$ cat src/sv/brds_pkg.sv
// Shared types, constants and palette functions of the box or rank downsampler.
`default_nettype none
package brds_pkg;
	localparam int MAX_OUT_COLS = 4096;
	localparam int MAX_BOX = 64;
	localparam int COL_W = $clog2(MAX_OUT_COLS);
	localparam int QUEUE_DEPTH = 4;

	localparam logic [1:0] MODE_GRAY = 2'd0;
	localparam logic [1:0] MODE_CLASS = 2'd1;
	localparam logic [1:0] MODE_COVER = 2'd2;

	localparam logic [2:0] REG_MODE = 3'd0;
	localparam logic [2:0] REG_OVERLAY = 3'd1;
	localparam logic [2:0] REG_BOX_W = 3'd2;
	localparam logic [2:0] REG_BOX_H = 3'd3;
	localparam logic [2:0] REG_SRC_W = 3'd4;
	localparam logic [2:0] REG_SRC_H = 3'd5;

	localparam logic [7:0] OV_MULTI = 8'd4;
	localparam logic [7:0] OV_FILL = 8'd7;

	typedef struct packed {
		logic [COL_W-1:0] dx;
		logic fresh;
		logic emit;
		logic line_end;
		logic image_end;
		logic [7:0] sample;
		logic [7:0] overlay;
		logic [15:0] line;
	} op_t;

	typedef struct packed {
		logic [1:0] mode;
		logic overlay_en;
	} back_cfg_t;

	typedef struct packed {
		logic [19:0] sum;
		logic [12:0] cnt;
		logic [3:0] best;
		logic multi;
		logic fill;
	} entry_t;

	typedef enum logic [2:0] {
		B_IDLE,
		B_READ,
		B_DIV,
		B_COLOR
	} back_state_t;

	function automatic logic [3:0] code_rank(input logic [1:0] mode, input logic [7:0] code);
		logic [3:0] r;
		r = 4'd0;
		if (mode == MODE_COVER) begin
			unique case (code)
				8'd0: r = 4'd0;
				8'd1: r = 4'd1;
				8'd2: r = 4'd4;
				8'd3: r = 4'd5;
				8'd4: r = 4'd2;
				8'd5: r = 4'd2;
				8'd6: r = 4'd3;
				8'd7: r = 4'd6;
				8'd8: r = 4'd7;
				8'd9: r = 4'd9;
				8'd10: r = 4'd10;
				8'd11: r = 4'd12;
				8'd12: r = 4'd11;
				8'd13: r = 4'd13;
				default: r = 4'd0;
			endcase
		end else begin
			unique case (code)
				8'd0: r = 4'd0;
				8'd1: r = 4'd1;
				8'd2: r = 4'd4;
				8'd3: r = 4'd5;
				8'd4: r = 4'd7;
				8'd5: r = 4'd6;
				8'd6: r = 4'd3;
				8'd7: r = 4'd2;
				default: r = 4'd0;
			endcase
		end
		return r;
	endfunction

	function automatic logic [23:0] class_color(input logic [3:0] c);
		logic [23:0] p;
		unique case (c)
			4'd0: p = {8'd12, 8'd14, 8'd40};
			4'd1: p = {8'd150, 8'd150, 8'd150};
			4'd2: p = {8'd220, 8'd30, 8'd30};
			4'd3: p = {8'd240, 8'd140, 8'd20};
			4'd4: p = {8'd60, 8'd90, 8'd150};
			4'd5: p = {8'd230, 8'd20, 8'd210};
			4'd6: p = {8'd30, 8'd200, 8'd190};
			4'd7: p = {8'd110, 8'd230, 8'd90};
			default: p = 24'd0;
		endcase
		return p;
	endfunction

	function automatic logic [23:0] cover_color(input logic [3:0] c);
		logic [23:0] p;
		unique case (c)
			4'd0: p = {8'd12, 8'd14, 8'd40};
			4'd1: p = {8'd155, 8'd155, 8'd155};
			4'd2: p = {8'd255, 8'd80, 8'd180};
			4'd3: p = {8'd30, 8'd30, 8'd30};
			4'd4: p = {8'd60, 8'd100, 8'd220};
			4'd5: p = {8'd40, 8'd60, 8'd145};
			4'd6: p = {8'd245, 8'd220, 8'd40};
			4'd7: p = {8'd235, 8'd40, 8'd235};
			4'd8: p = {8'd230, 8'd130, 8'd30};
			4'd9: p = {8'd230, 8'd35, 8'd35};
			4'd10: p = {8'd135, 8'd45, 8'd210};
			4'd11: p = {8'd255, 8'd255, 8'd255};
			4'd12: p = {8'd30, 8'd220, 8'd220};
			4'd13: p = {8'd80, 8'd255, 8'd70};
			default: p = 24'd0;
		endcase
		return p;
	endfunction
endpackage
`default_nettype wire

$ cat src/sv/brds_fifo.sv
// Short word queue between the front and back parts.
`default_nettype none
module brds_fifo import brds_pkg::*; (
	input wire logic clk,
	input wire logic arst_n,
	input wire logic push,
	input wire op_t push_op,
	input wire logic pop,
	output op_t head,
	output logic full,
	output logic empty
);
	localparam int PW = $clog2(QUEUE_DEPTH);

	op_t slot_q [QUEUE_DEPTH];
	logic [PW-1:0] wp_q, rp_q;
	logic [PW:0] cnt_q;

	assign full = (cnt_q == (PW+1)'(QUEUE_DEPTH));
	assign empty = (cnt_q == '0);
	assign head = slot_q[rp_q];

	always_ff @(posedge clk) begin
		if (push) begin
			slot_q[wp_q] <= push_op;
		end
	end

	always_ff @(posedge clk or negedge arst_n) begin
		if (!arst_n) begin
			wp_q <= '0;
			rp_q <= '0;
			cnt_q <= '0;
		end else begin
			if (push) wp_q <= wp_q + 1'b1;
			if (pop) rp_q <= rp_q + 1'b1;
			cnt_q <= cnt_q + (PW+1)'(push) - (PW+1)'(pop);
		end
	end

	a_no_overflow: assert property (@(posedge clk) disable iff (!arst_n) full |-> !push)
		else $error("queue overflow");
	a_no_underflow: assert property (@(posedge clk) disable iff (!arst_n) empty |-> !pop)
		else $error("queue underflow");
	a_count_range: assert property (@(posedge clk) disable iff (!arst_n)
		cnt_q <= (PW+1)'(QUEUE_DEPTH)) else $error("queue count out of range");
endmodule
`default_nettype wire

$ cat config.mk
export PLATFORM = sky130hd
export DESIGN_NAME = brds_fifo
export DESIGN_NICKNAME = d
export VERILOG_FILES = /design/src/sv/brds_pkg.sv /design/src/sv/brds_fifo.sv
export SDC_FILE = /design/constraint.sdc
export NUM_CORES = 1
export LEC_CHECK = 0
export BUFFER_PORTS_ARGS = -buffer_cell sky130_fd_sc_hd__buf_2
export CAP_MARGIN = 20
export CORE_MARGIN = 2
export CORE_UTILIZATION = 50
export DETAILED_ROUTE_END_ITERATION = 10
export PLACE_DENSITY_LB_ADDON = 0.3
export SYNTH_ARGS = -nofsm -noshare
export SYNTH_HDL_FRONTEND = slang
export SYNTH_SLANG_ARGS = --single-unit
$ cat constraint.sdc
create_clock -name clk -period 6.05 [get_ports clk]
set_input_delay 1.21 -clock clk [delete_from_list [all_inputs] [get_ports clk]]
set_output_delay 1.21 -clock clk [all_outputs]
set_load 0.03 [all_outputs]
* After elaboration in Yosys (flattened, before gate mapping)
Memories as Yosys holds them, arrays and structs flattened. Index checks and enable logic that the tools add are counted. W data, S select, Z words.
Word-level totals: bits in registers 7, bits in latches 0, RAM bits 192, bits in read-only memories 0, output and inout port bits 50, logic and storage cells 12, memories kept 1
Memory list:
- slot_q | words 4, width 48, read ports 1, clocked after Yosys merged registers in 0, write ports 1, RTL line brds_fifo.sv:15 | op_t slot_q [QUEUE_DEPTH];
Cells by class: add/subtract/negate cells 4, multiply operators 0, div/mod/pow operators 0, magnitude comparators 0, eq/ne operators 1, shift-type cells 0, muxes and demuxes 2, bitwise logic cells 0, reduce and logical (&&, ||, !) cells 1
Operators by type and width (number):
- $add A2 B1 Y2 const B | 2
- $add A3 B1 Y3 | 1
- $eq A3 B3 Y1 const B | 1
- $logic_not A3 Y1 | 1
- $sub A3 B1 Y3 | 1
- $mux W1 | 2

* Longest topological paths before layout
word-level depth 2, mapped depth 6, mapped depth without buffers 6

* Worst setup path before layout
OpenSTA, ideal clock, no wires.
path type input -> register, start point input port push, end point memory slot_q[0][0] (netlist bit), enable pin, library setup time 410 ps, data arrival time 2360 ps, data required time 5640 ps, slack 3280 ps, cell stages on the path 1, path buffers 0, cells stage by stage and2_1
Between the ends: word-level cells in the longest chain between the ends 2
Ends and longest elaborated chain:
- start, declared | RTL line brds_fifo.sv:6 | input wire logic push,
- $mux W1 | RTL line brds_fifo.sv:24 | if (push) begin
- $mux W1 (not written as such) | RTL line brds_fifo.sv:25 | slot_q[wp_q] <= push_op;
- end, declared | RTL line brds_fifo.sv:15
Every way passes these cells.

==> impl_results.md <==
- Routed wire per std cell: about 21 um
- Min-Delay Path Class: reg -> reg
- DP Cell Count: 564
- Die Width: 125 um
- Stages on the worst setup path: 3
- Finished Layout Cells: roughly 600
- Avg Inst Size Synth: ~26 sq um
- Post-DR vias/cell: 5.41
- Status: finished, final reports clean
- Synth Area in Simple Gates: 0.00594
- Power per cell area: 522 nW/um^2
- Final Instance Area: 8640 sq um
- Starting Density: 0.509
- Setup bufs post-CTS: 0
- CP endpoint kind: primary output
- M3 GR Usage: 0.0573
- Crit path capture: head[36]
- Largest net degree at the start of global routing: 51
- CP startpoint kind: register
- Met2 usage: 0.278
- Final nets: 459
- Cts hold-fix bufs: 0
- CTS tree: done
- Global route overflow: 0
- Main combinational cell family by area after synthesis: multiplexers
- Cells after Synth: 285
- First-pass GRT wire length: 19.2 mm
- Gpl congestion: 0.637
- Max Cap Viol: 0
- ANT cells: 0
- CP Data Required Time: about 4800 ps
- H-tree depth: 4
- Antenna violations before repair: 0
- Yosys top cell area share: 0.782
- IO Count: 102
- Cell taking the most area after synthesis: edfxtp_1
- Rows: 44
- Final WL: 12.4 mm
- Post-synthesis mux area share: 0.147
- Dpl hpwl: 7.10 mm
- Worst Tran Pin Value: ~560 ps
- LEAKAGE: 0.00301 uW
- Post-synthesis compound-gate area fraction: 0.000679
- Netlist Area Pre-Place: 7370 sq um
- Synth warn: 0
- Final setup viols: 0
- Pre-antenna DRT Iters: 7
- GRT Util Overall: 0.168
- Core Region: roughly 14000 sq um
- Number of global-route vias before repair: 3430
- Top cells by area, synth: edfxtp_1 (78%), mux4_2 (15%), dfrtp_1 (2.4%)
- Setup CP Type: reg -> out
- Die height: between 100 and 150 um
- Post-synthesis adder-cell area fraction: 0.0129
- Die ar.: 15700 sq um
- Max clock buf depth: 2
- Total CTS buffers: 17
- DRC: 0
- Worst slew margin: 0.628
- Yosys reg bits: around 200
- Number of fill cells: 1056
- CTS resizes: 0
- CTS root buf: clkbuf_16
- Area Growth Syn to Fin: 17.2%
- Hold Violations, Final: 0
- Worst skew pair latency: 430 ps
- # clock sinks: 199
- XOR/XNOR share of the synthesized area: 0.00594
- Antenna-violating nets left: 0
- R2r endpoint: slot_q[1][38]$_DFFE_PP_
- Smallest hold slack: 571 ps
- Via count: 3231
- CP Launch Point: rp_q[1]$_DFFE_PN0P_
- Buf+Inv Stages, Crit Path: 2
- M1 GR Usage: 0.206
- Clock skew: 10.6 ps
- Crit-path cells: buf_4 -> mux4_2 -> buf_2
- Drt initial violations: between 200 and 250
- Worst EP arrival: 2280 ps
- Layout cells sized above 1: 0.467
- Seq/Total Area, Yosys: 0.806
- Unique masters post-synth: 17
- Worst path slowest cell: dfrtp_2
- Syn_nets: 344
- Setup TNS: 0 ps
- Placed cell areas: 8020 sq um
- IR drop worst, VDD: 0.248 mV
- Final worst path period need: 3490 ps
- Grt peak-use layer: met2
- RSZ-0062 raised after global routing: no
- IO buf count: 101
- Worst Path Max Fanout: 29
- Fmax: 287 MHz
- Reg2reg path depth: 4
- Clock-pin slew on the worst setup and hold paths: 80 ps
- Crit share post-route: 0.577
- CP max stage delay: 720 ps
- Slew Viols, Final: 0
- Largest delay share family, worst path: flip-flops
- FF-to-FF setup slack: 3960 ps
- Worst r2r src: wp_q[1]$_DFFE_PN0P_
-- Yosys cell counts --
cell type,number
buf_4,1
edfxtp_1,192
dfrtp_1,7
buf_2,4
xnor2_1,2
buf_6,1
xor2_1,3
and2_1,4
and3_1,1
ha_1,6
buf_12,5
nand2_1,2
inv_1,6
mux4_2,48
o21ai_0,1
fa_1,1
nor3_1,1
-- report_power, final --
part / switching (uW) / leakage [uW] / internal (uW)
clock: 499 / 0.000300 / 611
sequential: 108 / 0.00184 / 1810
combinational: 929 / 0.000870 / 552
-- routing by layer --
layer  up-vias  share of wire
met3        16          0.054
met4         0          0.015
met2        76           0.53
met1      1705           0.40
li1       1434              -
met5         -              0
-- final cells by class --
cell class / count / area [sq um] / share of cell area
sequential: 199 / 5950 / 0.688
inverter: 6 / 22.5 / 0.00261
tap: 184 / 230 / 0.0266
clock inverter: 12 / 98.8 / 0.0114
clock buffer: 20 / 500 / 0.0579
timing repair buffer: 107 / 571 / 0.0660
multi-input combinational: 69 / 1270 / 0.147
-- flip-flops by register name (all words and copies together) (netlist names) --
signal,count
cnt_q,3
rp_q,2
slot_q,192
wp_q,2
-- cells in the final DEF (no fill, tap or decap) --
cell and instances:
and3_1 1, dfrtp_4 1, clkbuf_16 20, fa_1 1
inv_1 6, o21ai_0 1, buf_2 101, and2_2 4
nor3_1 1, inv_8 1, dfrtp_2 1, xnor2_1 2
mux4_2 48, ha_1 6, xor2_1 3, inv_6 5
clkinv_4 3, clkinv_2 1, edfxtp_1 192, buf_4 5
inv_4 2, buf_16 1, dfrtp_1 5, nand2_1 2
-- worst register-to-register path, cell delays in order, from the launching register on --
cell and delay, ps:
dfrtp_1 410, inv_1 130, ha_1 190, and2_2 430
buf_4 550
-- how the worst min path moves through the flow --
stage,start,to,slack [ps],cells past startpoint
after global routing,arst_n,rp_q[0]$_DFFE_PN0P_,580,1
after detailed placement,wp_q[0]$_DFFE_PN0P_,wp_q[0]$_DFFE_PN0P_,550,1
final,wp_q[0]$_DFFE_PN0P_,wp_q[0]$_DFFE_PN0P_,570,1
after CTS,wp_q[0]$_DFFE_PN0P_,wp_q[0]$_DFFE_PN0P_,560,1
after floorplan,wp_q[0]$_DFFE_PN0P_,wp_q[0]$_DFFE_PN0P_,490,1
after global placement,wp_q[0]$_DFFE_PN0P_,wp_q[0]$_DFFE_PN0P_,510,1
-- metrics by stage --
stage | worst slack [ps] | util | power [uW]
finish | 2560 | 0.597 | 4510
global route | 2440 | 0.597 | 4730
CTS | 2330 | 0.595 | 4550
detailed placement | 2810 | 0.554 | 3440
global placement | 2820 | 0.554 | 3410
floorplan | 3280 | - | 3100
-- kinds of logic after synthesis --
family,after synthesis
simple gates,8
fa+ha+maj,7
buf+inv,17
compound gates,1
xor+xnor,5
flops,199
mux,48
No activity file was read; power rests on OpenSTA's default activity.
