## src/sv/brds_pkg.sv

```systemverilog
// Shared types, constants and palette functions of the box or rank downsampler.
`default_nettype none
package brds_pkg;
	localparam int MAX_OUT_COLS = 4096;
	localparam int MAX_BOX = 64;
	localparam int COL_W = $clog2(MAX_OUT_COLS);
	localparam int QUEUE_DEPTH = 4;

	localparam logic [1:0] MODE_GRAY = 2'd0;
	localparam logic [1:0] MODE_CLASS = 2'd1;
	localparam logic [1:0] MODE_COVER = 2'd2;

	localparam logic [2:0] REG_MODE = 3'd0;
	localparam logic [2:0] REG_OVERLAY = 3'd1;
	localparam logic [2:0] REG_BOX_W = 3'd2;
	localparam logic [2:0] REG_BOX_H = 3'd3;
	localparam logic [2:0] REG_SRC_W = 3'd4;
	localparam logic [2:0] REG_SRC_H = 3'd5;

	localparam logic [7:0] OV_MULTI = 8'd4;
	localparam logic [7:0] OV_FILL = 8'd7;

	typedef struct packed {
		logic [COL_W-1:0] dx;
		logic fresh;
		logic emit;
		logic line_end;
		logic image_end;
		logic [7:0] sample;
		logic [7:0] overlay;
		logic [15:0] line;
	} op_t;

	typedef struct packed {
		logic [1:0] mode;
		logic overlay_en;
	} back_cfg_t;

	typedef struct packed {
		logic [19:0] sum;
		logic [12:0] cnt;
		logic [3:0] best;
		logic multi;
		logic fill;
	} entry_t;

	typedef enum logic [2:0] {
		B_IDLE,
		B_READ,
		B_DIV,
		B_COLOR
	} back_state_t;

	function automatic logic [3:0] code_rank(input logic [1:0] mode, input logic [7:0] code);
		logic [3:0] r;
		r = 4'd0;
		if (mode == MODE_COVER) begin
			unique case (code)
				8'd0: r = 4'd0;
				8'd1: r = 4'd1;
				8'd2: r = 4'd4;
				8'd3: r = 4'd5;
				8'd4: r = 4'd2;
				8'd5: r = 4'd2;
				8'd6: r = 4'd3;
				8'd7: r = 4'd6;
				8'd8: r = 4'd7;
				8'd9: r = 4'd9;
				8'd10: r = 4'd10;
				8'd11: r = 4'd12;
				8'd12: r = 4'd11;
				8'd13: r = 4'd13;
				default: r = 4'd0;
			endcase
		end else begin
			unique case (code)
				8'd0: r = 4'd0;
				8'd1: r = 4'd1;
				8'd2: r = 4'd4;
				8'd3: r = 4'd5;
				8'd4: r = 4'd7;
				8'd5: r = 4'd6;
				8'd6: r = 4'd3;
				8'd7: r = 4'd2;
				default: r = 4'd0;
			endcase
		end
		return r;
	endfunction

	function automatic logic [23:0] class_color(input logic [3:0] c);
		logic [23:0] p;
		unique case (c)
			4'd0: p = {8'd12, 8'd14, 8'd40};
			4'd1: p = {8'd150, 8'd150, 8'd150};
			4'd2: p = {8'd220, 8'd30, 8'd30};
			4'd3: p = {8'd240, 8'd140, 8'd20};
			4'd4: p = {8'd60, 8'd90, 8'd150};
			4'd5: p = {8'd230, 8'd20, 8'd210};
			4'd6: p = {8'd30, 8'd200, 8'd190};
			4'd7: p = {8'd110, 8'd230, 8'd90};
			default: p = 24'd0;
		endcase
		return p;
	endfunction

	function automatic logic [23:0] cover_color(input logic [3:0] c);
		logic [23:0] p;
		unique case (c)
			4'd0: p = {8'd12, 8'd14, 8'd40};
			4'd1: p = {8'd155, 8'd155, 8'd155};
			4'd2: p = {8'd255, 8'd80, 8'd180};
			4'd3: p = {8'd30, 8'd30, 8'd30};
			4'd4: p = {8'd60, 8'd100, 8'd220};
			4'd5: p = {8'd40, 8'd60, 8'd145};
			4'd6: p = {8'd245, 8'd220, 8'd40};
			4'd7: p = {8'd235, 8'd40, 8'd235};
			4'd8: p = {8'd230, 8'd130, 8'd30};
			4'd9: p = {8'd230, 8'd35, 8'd35};
			4'd10: p = {8'd135, 8'd45, 8'd210};
			4'd11: p = {8'd255, 8'd255, 8'd255};
			4'd12: p = {8'd30, 8'd220, 8'd220};
			4'd13: p = {8'd80, 8'd255, 8'd70};
			default: p = 24'd0;
		endcase
		return p;
	endfunction
endpackage
`default_nettype wire

```

## src/sv/brds_front.sv

```systemverilog
// Front part: position counters, box classification and queue push.
`default_nettype none
module brds_front import brds_pkg::*; (
	input wire logic clk,
	input wire logic arst_n,
	input wire logic restart,
	input wire logic [6:0] box_width,
	input wire logic [6:0] box_height,
	input wire logic [15:0] source_width,
	input wire logic [15:0] source_height,
	input wire logic in_valid,
	input wire logic [7:0] sample,
	input wire logic [7:0] overlay_code,
	input wire logic q_full,
	output logic in_stall,
	output logic push,
	output op_t push_op
);
	logic [15:0] col_q, row_q;
	logic [5:0] cib_q, rib_q;
	logic [COL_W:0] ocol_q;
	logic [15:0] oline_q;

	logic [6:0] bw, bh;
	logic [15:0] w, h;
	logic row_end, box_end, band_last, image_last, accept;

	always_comb begin
		bw = (box_width == '0) ? 7'd1 : (box_width > 7'(MAX_BOX)) ? 7'(MAX_BOX) : box_width;
		bh = (box_height == '0) ? 7'd1 : (box_height > 7'(MAX_BOX)) ? 7'(MAX_BOX) : box_height;
		w = (source_width == '0) ? 16'd1 : source_width;
		h = (source_height == '0) ? 16'd1 : source_height;
		row_end = ({1'b0, col_q} + 17'd1) >= {1'b0, w};
		box_end = (({1'b0, cib_q} + 7'd1) >= bw) || row_end;
		band_last = (({1'b0, rib_q} + 7'd1) >= bh) || (({1'b0, row_q} + 17'd1) >= {1'b0, h});
		image_last = row_end && (({1'b0, row_q} + 17'd1) >= {1'b0, h});
		in_stall = q_full;
		accept = in_valid && !in_stall;
		push = accept && !ocol_q[COL_W];
		push_op.dx = ocol_q[COL_W-1:0];
		push_op.fresh = (rib_q == '0) && (cib_q == '0);
		push_op.emit = box_end && band_last;
		push_op.line_end = box_end && band_last &&
			(row_end || (ocol_q[COL_W-1:0] == COL_W'(MAX_OUT_COLS - 1)));
		push_op.image_end = push_op.line_end && image_last;
		push_op.sample = sample;
		push_op.overlay = overlay_code;
		push_op.line = oline_q;
	end

	always_ff @(posedge clk or negedge arst_n) begin
		if (!arst_n) begin
			col_q <= '0;
			row_q <= '0;
			cib_q <= '0;
			rib_q <= '0;
			ocol_q <= '0;
			oline_q <= '0;
		end else if (restart) begin
			col_q <= '0;
			row_q <= '0;
			cib_q <= '0;
			rib_q <= '0;
			ocol_q <= '0;
			oline_q <= '0;
		end else if (accept) begin
			if (row_end) begin
				col_q <= '0;
				cib_q <= '0;
				ocol_q <= '0;
				if (image_last) begin
					row_q <= '0;
					rib_q <= '0;
					oline_q <= '0;
				end else begin
					row_q <= row_q + 16'd1;
					if (band_last) begin
						rib_q <= '0;
						oline_q <= oline_q + 16'd1;
					end else begin
						rib_q <= rib_q + 6'd1;
					end
				end
			end else begin
				col_q <= col_q + 16'd1;
				if (box_end) begin
					cib_q <= '0;
					if (!ocol_q[COL_W]) ocol_q <= ocol_q + 1'b1;
				end else begin
					cib_q <= cib_q + 6'd1;
				end
			end
		end
	end
endmodule
`default_nettype wire

```

## config.mk

```make
export PLATFORM = sky130hd
export DESIGN_NAME = brds_front
export DESIGN_NICKNAME = d
export VERILOG_FILES = /design/src/sv/brds_pkg.sv /design/src/sv/brds_front.sv
export SDC_FILE = /design/constraint.sdc
export NUM_CORES = 1
export LEC_CHECK = 0
export ABC_AREA = 0
export BUFFER_PORTS_ARGS = -buffer_cell sky130_fd_sc_hd__buf_2
export CORE_MARGIN = 4
export CORE_UTILIZATION = 56
export DETAILED_ROUTE_END_ITERATION = 7
export PLACE_DENSITY = 0.81
export SYNTH_ARGS = -nofsm -noshare
export SYNTH_HDL_FRONTEND = slang
export SYNTH_SLANG_ARGS = --single-unit
export TNS_END_PERCENT = 30
```

## constraint.sdc

```tcl
create_clock -name clk -period 4.5 [get_ports clk]
set_input_delay 1.125 -clock clk [delete_from_list [all_inputs] [get_ports clk]]
set_output_delay 1.125 -clock clk [all_outputs]
set_load 0.02 [all_outputs]
```

-- Word level (Yosys, flattened, before mapping)
Index checks and enable logic that the tools add are counted.
- flip-flop bits (word level): 73
- input bits: 67
- output and inout bits: 50
- logic and storage cells: 83
- $add $sub $neg: 10
- order comparisons: 6
- equality and inequality tests: 2
- mux-type cells: 32
- reductions and logical operators: 26
- operator list (kind ; number):
    16-bit two-way mux ; 14
    13-bit two-way mux ; 5
    6-bit two-way mux ; 9
    16-bit by 1-bit adder with 16-bit output (second input constant) ; 3
    16-bit by 1-bit adder with 17-bit output (second input constant) ; 2
    17-bit by 16-bit greater-or-equal comparator with 1-bit output ; 2
    16-bit logical NOT ; 2
    7-bit two-way mux ; 4
    6-bit by 1-bit adder with 7-bit output (second input constant) ; 2
    7-bit greater-or-equal comparator ; 2
    7-bit > comparator (second input constant) ; 2
    7-bit logical NOT ; 2
    13-bit by 1-bit adder with 13-bit output (second input constant) ; 1
    6-bit by 1-bit adder with 6-bit output (second input constant) ; 2
    12-bit == test (second input constant) ; 1
    6-bit logical NOT ; 2
    1-bit logical AND ; 7
    3-bit AND reduction ; 2
    3-bit nonzero test ; 2
    2-bit AND reduction ; 2
    2-bit nonzero test ; 2
    1-bit logical OR ; 3
    3-bit by 2-bit inequality test with 1-bit output (second input constant) ; 1
    1-bit logical NOT ; 2

-- Longest topological paths before layout
- word-level depth: 10
- depth in mapped cells: 15

-- Worst setup path after synthesis
OpenSTA, ideal clock, no wires.
- path kind: register to output
- from: register col_q[2]
- to: output port push_op[33] (netlist name)
- data arrival time: 3631 ps
- required time: 3375 ps
- slack: -256 ps
- cell stages (with the launch flop): 13
- buffers on the path: 0
- cells stage by stage: dfrtp_1 nand3_2 nor4_2 nand3_1 or2_1 or3_1 nand2_1 ha_1 nand3_1 or2_2 o21a_1 a21oi_1 a21boi_0
- RTL lines (element ; RTL line ; text):
    start: declaration ; brds_front.sv:19 ; logic [15:0] col_q, row_q;
    start signal: assignment ; brds_front.sv:85 ; col_q <= col_q + 16'd1;
    end: declaration ; brds_front.sv:17 ; output op_t push_op

==> flow_summary.yaml <==
run_status:
  status: "complete, no violations"
layout:
  n_fill_cell: 769
  postLayoutCellArea_um2: 6535
  ff_latch_area_um2: 1837
  fin_util: 0.6686
  diodes: 0
  areaGrowthSynthToFinish_pct: 16.51
  final_cell_mix: "buf_2 (83), nand2_1 (75), dfrtp_1 (65), ha_1 (50), inv_1 (43)"
  layout_commonest_cell: "buf_2"
  multi_input_area_um2: 3535
  nets: 842
  drive_above_1_share: 0.2538
cts:
  ctsHtreeMaxLevel: 3
  clockBufferDepth: 2
  clk_pin_slew_worst_paths_ps: 80
  ctsHoldBuffers: 0
  cts_root_buf: "clkbuf_8"
  cts_buffers: 9
  cts.sinks: 73
  cts_tree: "yes"
  clock_latency_ps: 350
grt:
  grt_max_degree: 39
  grt_overflow_total: 0
  antenna_found_initial: 0
  grt_pass1_vias: 4966
  grt_pass1_wl_um: 23130
  track_usage: 0.2428
synth:
  yosys_warnings: 0
  avgSynthCellArea_um2: 8.683
  synth-edff-count: 0
  netlist_top_cells_area: "dfrtp_1 (33%), ha_1 (12%), nand2_1 (5.2%)"
  netlist_instances: 646
  synth-async-reset-ratio: 1.000
  ys_ff_latch: 73
  synthesis.nets: 767
  synth-seq-area-share: 0.3257
  ys_types: 55
  yosys.area.top_type: "dfrtp_1"
  synth_ff_type: "dfrtp_1"
  yosysTopAreaCellShare: 0.3257
  synth_area_um2: 5609
floorplan:
  die_y_um: 108.1
  die_w_um: 108.1
  pin_count: 117
  rows: 36
  core_area_um2: 9774
  dieArea_um2: 11680
  initial_core_util: 0.5739
timing:
  max_slew_margin: 0.3338
  min_period_over_period: 0.9841
  hold_ws_ps: 545.4
  worst_pin_slew_ps: 991.9
  finalMaxSlewViolations: 0
  finalHoldViolations: 0
  clock_skew_ps: 10.95
  setup-violations-final: 0
  timing.final.crit_period_ps: 4429
  fmax_mhz: 225.8
placement:
  hpwlAfterDp_um: 10140
  place_area_um2: 5991
  gp_congestion: 0.8765
  port_buffers: 84
detailed_routing:
  via_per_inst: 6.019
  routedWlPerCell_um: 16.70
  firstDrtPassIters: 5
  drtIter0Drc: 315
  ant_nets: 0
  drc: 0
  vias: 5164
  drt-total-wl_um: 14330
run:
  maxCapViolations: 0
critical_path:
  cp.required_ps: 3380
  worstSetupPathType: "reg -> out"
  cp-start-kind: "register"
  critPathMaxFanout: 4
  arrival_ps: 3300
  end_kind: "primary output"
pwr:
  max-vdd-ir-drop_v: 0.0001451
  power_density_nw_per_um2: 215.1
  leakagePower_nw: 3.328
  p_total_mw: 1.405
worst_hold_path:
  hold_path.class: "reg -> reg"
## where the power goes
| part | internal (mW) | switching [mW] | total, mW |
|---|---|---|---|
| Sequential | 0.660 | 0.00735 | 0.668 |
| Combinational | 0.0574 | 0.0991 | 0.156 |
| Clock | 0.323 | 0.258 | 0.581 |
## timing repair
action / CTS / global route
pin swaps: 4 / 12
resized for setup: 14 / 33
setup endpoints to repair: 3 / 16
setup buffers: 8 / 7
## worst paths after layout
check	startpoint	endpoint	slack, ps	depth (start not counted)
min in group asynchronous	arst_n	oline_q[9]	870	1
setup / recovery	col_q[6]	push_op[33]	70	14
setup reg to reg	col_q[6]	oline_q[0]	280	15
hold / removal	row_q[10]	row_q[10]	550	1
max in group asynchronous	arst_n	col_q[6]	2600	2
hold reg to reg	row_q[10]	row_q[10]	550	1
## layer usage
metal  GRT usage  up-vias  wire (um)
met2      0.4254      209       7216
met1      0.3052     2448       5981
met3     0.03164       39        797
li1            -     2468          -
met5           0        -          0
met4     0.09107        0        330
## synth_stat cells, types with 2 or more instances
cell and number:
a211oi_1 5, a21o_1 8, a21oi_1 26, a221o_1 12
a22o_1 25, a31oi_1 4, a32o_1 3, a41o_1 2
and2_1 4, and3_1 19, buf_2 11, buf_4 29
clkbuf_1 6, dfrtp_1 73, ha_1 54, inv_1 43
mux2_2 3, nand2_1 78, nand2b_1 3, nand3_1 31
nand4_1 11, nor2_1 42, nor2b_1 12, nor3_1 6
nor4_1 10, nor4_2 2, nor4_4 2, o211ai_1 10
o21a_1 3, o21ai_0 22, o21ai_1 5, o311ai_0 9
or2_2 12, or3_1 10, or4_1 2, xnor2_1 23
xor2_1 8
## flip-flops by register name (all words and copies together), names as in the netlist
register,flops
oline_q,16
rib_q,6
col_q,16
row_q,16
ocol_q,13
cib_q,6
## critical path: stages (launching register included)
cell and delay [ps]:
dfrtp_2 420, nand3_4 100, nor4_4 300, nand3_1 140, or2_4 280, or3_4 350
nand2_4 90, ha_4 210, a21oi_2 150, nand3_2 100, a211oi_2 230, o21a_1 190
a21oi_2 60, a21boi_2 170, buf_4 160
## per-stage QoR
| step | setup slack, ps | instances | TNS (ps) |
|---|---|---|---|
| 2_1_floorplan | 90.20 | 646 | 0 |
| 5_1_grt | -29.72 | 858 | -29.72 |
| 6_report | 71.41 | 858 | 0 |
| 4_1_cts | 2.521 | 851 | 0 |
| 3_5_place_dp | 75.63 | 828 | 0 |
| 3_3_place_gp | 149.8 | 828 | 0 |
## cell families after synthesis
logic type	after synthesis	synth area share
xor+xnor	31	0.04841
mux	3	0.006022
buf+inv	89	0.08142
compound gates	142	0.1827
flops	73	0.3257
simple gates	254	0.2353
fa+ha+maj	54	0.1205
## cell type report
| type | count | area share |
|---|---|---|
| Sequential cell | 73 | 0.2811 |
| Multi-Input combinational cell | 484 | 0.5409 |
| Clock buffer | 10 | 0.02106 |
| Inverter | 43 | 0.02470 |
| Clock inverter | 5 | 0.01225 |
| Timing Repair Buffer | 110 | 0.09458 |
| Tap cell | 133 | 0.02546 |
Note: power is estimated with default switching activity, not from simulation.
